--- config.mk ---
export PLATFORM = sky130hd
export DESIGN_NAME = mhpq_ctrl
export DESIGN_NICKNAME = d
export VERILOG_FILES = /design/src/rtl/mhpq_pkg.sv /design/src/rtl/mhpq_ctrl.sv
export SDC_FILE = /design/constraint.sdc
export NUM_CORES = 1
export LEC_CHECK = 0
export ABC_AREA = 1
export BUFFER_PORTS_ARGS = -buffer_cell sky130_fd_sc_hd__buf_2
export CORE_AREA = 2 2 39 41
export DETAILED_ROUTE_END_ITERATION = 10
export DIE_AREA = 0 0 41 43
export GPL_TIMING_DRIVEN = 0
export HOLD_SLACK_MARGIN = 0.12
export PLACE_DENSITY = 0.56
export SLEW_MARGIN = 20
export SYNTH_ARGS = -nofsm -noshare
export SYNTH_HDL_FRONTEND = slang
export SYNTH_SLANG_ARGS = --single-unit
--- constraint.sdc ---
create_clock -name clock -period 2.7 [get_ports clock]
set_input_delay 0.54 -clock clock [delete_from_list [all_inputs] [get_ports clock]]
set_output_delay 0.54 -clock clock [all_outputs]
set_load 0.05 [all_outputs]
--- src/rtl/mhpq_pkg.sv ---
// Package for the binary min-heap priority queue.
// Holds sizing constants, payload structs and the controller/datapath interface types.
// No dependencies.
`default_nettype none

package mhpq_pkg;

   localparam int CAPACITY       = 1024;
   localparam int TAG_BITS       = 16;
   localparam int KEY_BITS       = 32;
   localparam int REQ_TAG_BITS   = 16;
   localparam int COUNT_OUT_BITS = 11;
   localparam int ADDR_BITS      = $clog2(CAPACITY);
   localparam int COUNT_BITS     = $clog2(CAPACITY + 1);
   localparam int CHILD_BITS     = ADDR_BITS + 1;

   localparam logic KIND_INSERT = 1'b0;
   localparam logic KIND_REMOVE = 1'b1;

   typedef struct packed {
      logic                      kind;
      logic [KEY_BITS-1:0]       key;
      logic [REQ_TAG_BITS-1:0]   tag;
   } req_type;

   typedef struct packed {
      logic                      ok;
      logic [KEY_BITS-1:0]       out_key;
      logic [REQ_TAG_BITS-1:0]   out_tag;
      logic [COUNT_OUT_BITS-1:0] count;
   } rsp_type;

   typedef struct packed {
      logic [KEY_BITS-1:0] key;
      logic [TAG_BITS-1:0] tag;
   } entry_type;

   typedef struct packed {
      logic fail;       // report a failed operation
      logic load_ins;   // take new entry, append at tail
      logic rd_parent;  // read parent of hole
      logic up_move;    // parent moves down into hole
      logic rd_rm;      // read root and tail
      logic load_rm;    // capture root, tail becomes moving entry
      logic rd_child;   // read both children of hole
      logic dn_move;    // smaller child moves up into hole
      logic place;      // moving entry lands in hole, report success
   } ctrl_cmd_type;

   typedef struct packed {
      logic full;
      logic empty;
      logic pos_zero;
      logic up_swap;
      logic dn_stop;
   } dp_status_type;

endpackage

`default_nettype wire

--- src/rtl/mhpq_ctrl.sv ---
// Heap controller: sequences insert (sift up) and remove (sift down) operations.
// Depends on mhpq_pkg.
`default_nettype none

module mhpq_ctrl
   import mhpq_pkg::*;
(
   input  wire logic          clock,
   input  wire logic          reset,
   input  wire logic          start,
   input  wire logic          req_kind,
   input  wire dp_status_type status,
   output ctrl_cmd_type       cmd,
   output logic               busy
);

   localparam logic [2:0] ST_IDLE   = 3'd0;
   localparam logic [2:0] ST_UP_RD  = 3'd1;
   localparam logic [2:0] ST_UP_CMP = 3'd2;
   localparam logic [2:0] ST_RM_LD  = 3'd3;
   localparam logic [2:0] ST_DN_RD  = 3'd4;
   localparam logic [2:0] ST_DN_CMP = 3'd5;

   logic [2:0] state_ff, state_in;

   always_comb begin
      state_in = state_ff;
      cmd      = '0;
      case (state_ff)
         ST_IDLE: begin
            if (start) begin
               if (req_kind == KIND_INSERT) begin
                  if (status.full) begin
                     cmd.fail = 1'b1;
                  end else begin
                     cmd.load_ins = 1'b1;
                     state_in     = ST_UP_RD;
                  end
               end else begin
                  if (status.empty) begin
                     cmd.fail = 1'b1;
                  end else begin
                     cmd.rd_rm = 1'b1;
                     state_in  = ST_RM_LD;
                  end
               end
            end
         end
         ST_UP_RD: begin
            if (status.pos_zero) begin
               cmd.place = 1'b1;
               state_in  = ST_IDLE;
            end else begin
               cmd.rd_parent = 1'b1;
               state_in      = ST_UP_CMP;
            end
         end
         ST_UP_CMP: begin
            if (status.up_swap) begin
               cmd.up_move = 1'b1;
               state_in    = ST_UP_RD;
            end else begin
               cmd.place = 1'b1;
               state_in  = ST_IDLE;
            end
         end
         ST_RM_LD: begin
            cmd.load_rm = 1'b1;
            state_in    = ST_DN_RD;
         end
         ST_DN_RD: begin
            cmd.rd_child = 1'b1;
            state_in     = ST_DN_CMP;
         end
         ST_DN_CMP: begin
            if (status.dn_stop) begin
               cmd.place = 1'b1;
               state_in  = ST_IDLE;
            end else begin
               cmd.dn_move = 1'b1;
               state_in    = ST_DN_RD;
            end
         end
         default: begin
            state_in = ST_IDLE;
         end
      endcase
   end

   always_ff @(posedge clock) begin
      if (reset) begin
         state_ff <= ST_IDLE;
      end else begin
         state_ff <= state_in;
      end
   end

   assign busy = (state_ff != ST_IDLE);

endmodule

`default_nettype wire

==> flow_summary.toml <==
[grt]
grt_max_degree = 8
grt_pass1_vias = 337
grt.overflow.total = 0
grt_pass1_wl_um = 1193
antenna_found_initial = 0
track_usage_pct = 10.13

[clock_tree]
clkSinkCount = 3
clkTransAtPathRegs_ps = 30
ctsHoldBuffers = 0
cts_tree = "built"
numCtsBuffers = 3
clockBufferDepth = 2
root_buffer = "clkbuf_4"
post_cts_resize_count = 0
cts_max_level = 1
post-cts-setup-buffers = 0
clock_latency_ps = 230

[timing]
finalSetupViolations = 0
period_share_pct = 71.28
holdWs_ps = 493.1
slew_headroom_pct = 81.30
min_period_ps = 1924
hold_viol = 0
rsz0062_at_grt = "false"
finClkSkew_ps = 0.7452
max_freq_mhz = 519.6
worst_slew_pin_slew_ps = 280.2
slew_violations = 0
timing.setup.tns_ps = 0

[floorplanning]
pin_count = 19
core-area_mm2 = 0.001384
rows = 14
initial_core_util_pct = 20.43
dieArea_mm2 = 0.001763
die_h_um = 43
dieWidth_um = 41

[synthesis]
syn_avg_cell_area_um2 = 6.284
synth_area_um2 = 282.8
synth_warnings = 0
yosysUniqueCellTypes = 14
ys_seq_elements = 3
synth_nets = 54
syn_inst = 45
yosysSeqAreaShare_pct = 21.24

[place]
dpl.cell_count = 79
gp_congestion = 0.7189
dpl.hpwl_um = 595.9
io_buffers = 18

[layout]
layout.nets = 77
layout-drive-gt1-share_pct = 49.25
finish.utilization_pct = 30.29
instances_no_fill = 83
antennaDiodeCount = 0
largest_reg_flops = 3
n_fill_cell = 163
largest-register = "state_ff"
top_regs = "state_ff: 3 flops"
area_delta_synth_final_pct = 48.23

[flow_run]
maxCapViolCount = 0

[routing]
drc_errors = 0
drt-initial-drc-count = 1
routedWlPerCell_um = 8.169
viasPerCell = 4.229
num_vias = 351
antenna_left = 0
drt-total-wl_um = 678
dr.pass1.iters = 2

[worst_setup_path]
worstSetupPathType = "reg2out"
critPathCaptureType = "output pin"
arrival_ps = 1380
required_ps = 2160
crit_fanout = 7
start_kind = "flop"

[pwr]
power.leakage_uw = 0.0002579
power_density_mw_per_mm2 = 596.8
vdd_drop_max_uv = 193.6

[status]
status = "completed"

[hold_path]
min_path_type = "in2reg"
[cells in the mapped netlist (all sizes together)]
cell type  number  area, µm²
nor3            4      46.30
inv            11      41.29
dfxtp           3      60.06
nand3           7      40.04
nor2            8      37.54
nand2           9      36.29
o211ai          1      7.510
a21oi           2      13.76
[cells in the final DEF, fill, tap and decap left out, drive strengths merged]
| cell | netlist | layout |
|---|---|---|
| inv | 11 | 11 |
| dfxtp | 3 | 3 |
| buf | 0 | 18 |
| o211ai | 1 | 1 |
| nor2 | 8 | 8 |
| clkbuf | 0 | 4 |
| nand2 | 9 | 9 |
| nand3 | 7 | 7 |
| nor3 | 4 | 4 |
| a21oi | 2 | 2 |
[stage by stage]
step	worst slack [ps]	power, µW	instance area, µm²
after global routing	671.5	273.9	419.2
after detailed placement	934.2	176.7	392.9
final	775.5	250.1	419.2
after CTS	747.5	256.2	419.2
after global placement	966.8	175.9	392.9
after floorplan	822.5	148.7	282.8
[layout make-up]
cell class	count	area (µm²)	share of cell area [%]
clock buffers	4	26.28	6.269
inverters	11	41.29	9.851
multi-input cells	31	181.4	43.28
flip-flops and latches	3	60.06	14.33
well taps	16	20.02	4.776
repair buffers	18	90.09	21.49
[path summary, 6_finish.rpt]
| path | depth (start not counted) | endpoint | from | slack (ps) |
|---|---|---|---|---|
| min | 2 | state_ff[2] | reset | 490 |
| min reg2reg | 3 | state_ff[1] | state_ff[2] | 660 |
| max | 4 | cmd[4] | state_ff[1] | 780 |
| max reg2reg | 5 | state_ff[2] | state_ff[1] | 1690 |
[logic make-up (layout without fill, tap and decap cells)]
kind of cell	Yosys count	in the layout	share of synthesized area (%)
AOI/OAI and AO/OA	3	3	7.522
buffers and inverters	11	33	14.60
DFF	3	3	21.24
and+or+nand+nor	28	28	56.64
[critical path: stages (launching register included)]
cell and delay, ps:
dfxtp_1 380, nor3_2 270, nand2_2 120, nor3_2 110
buf_2 280
[layer usage]
layer	up-vias	GRT usage, %	share of wire, %
li1	187	-	-
met1	159	11.22	36
met2	5	15.00	58
met3	0	3.141	5.9
met4	0	8.000	0
met5	-	0	0
[power by group]
group	switching [µW]	internal, µW	leakage [µW]
Clock	20.1	55.2	0.0000150
Sequential	8.24	49.5	0.0000245
Combinational	86.2	30.9	0.000218
(Power assumes the default switching activity.)
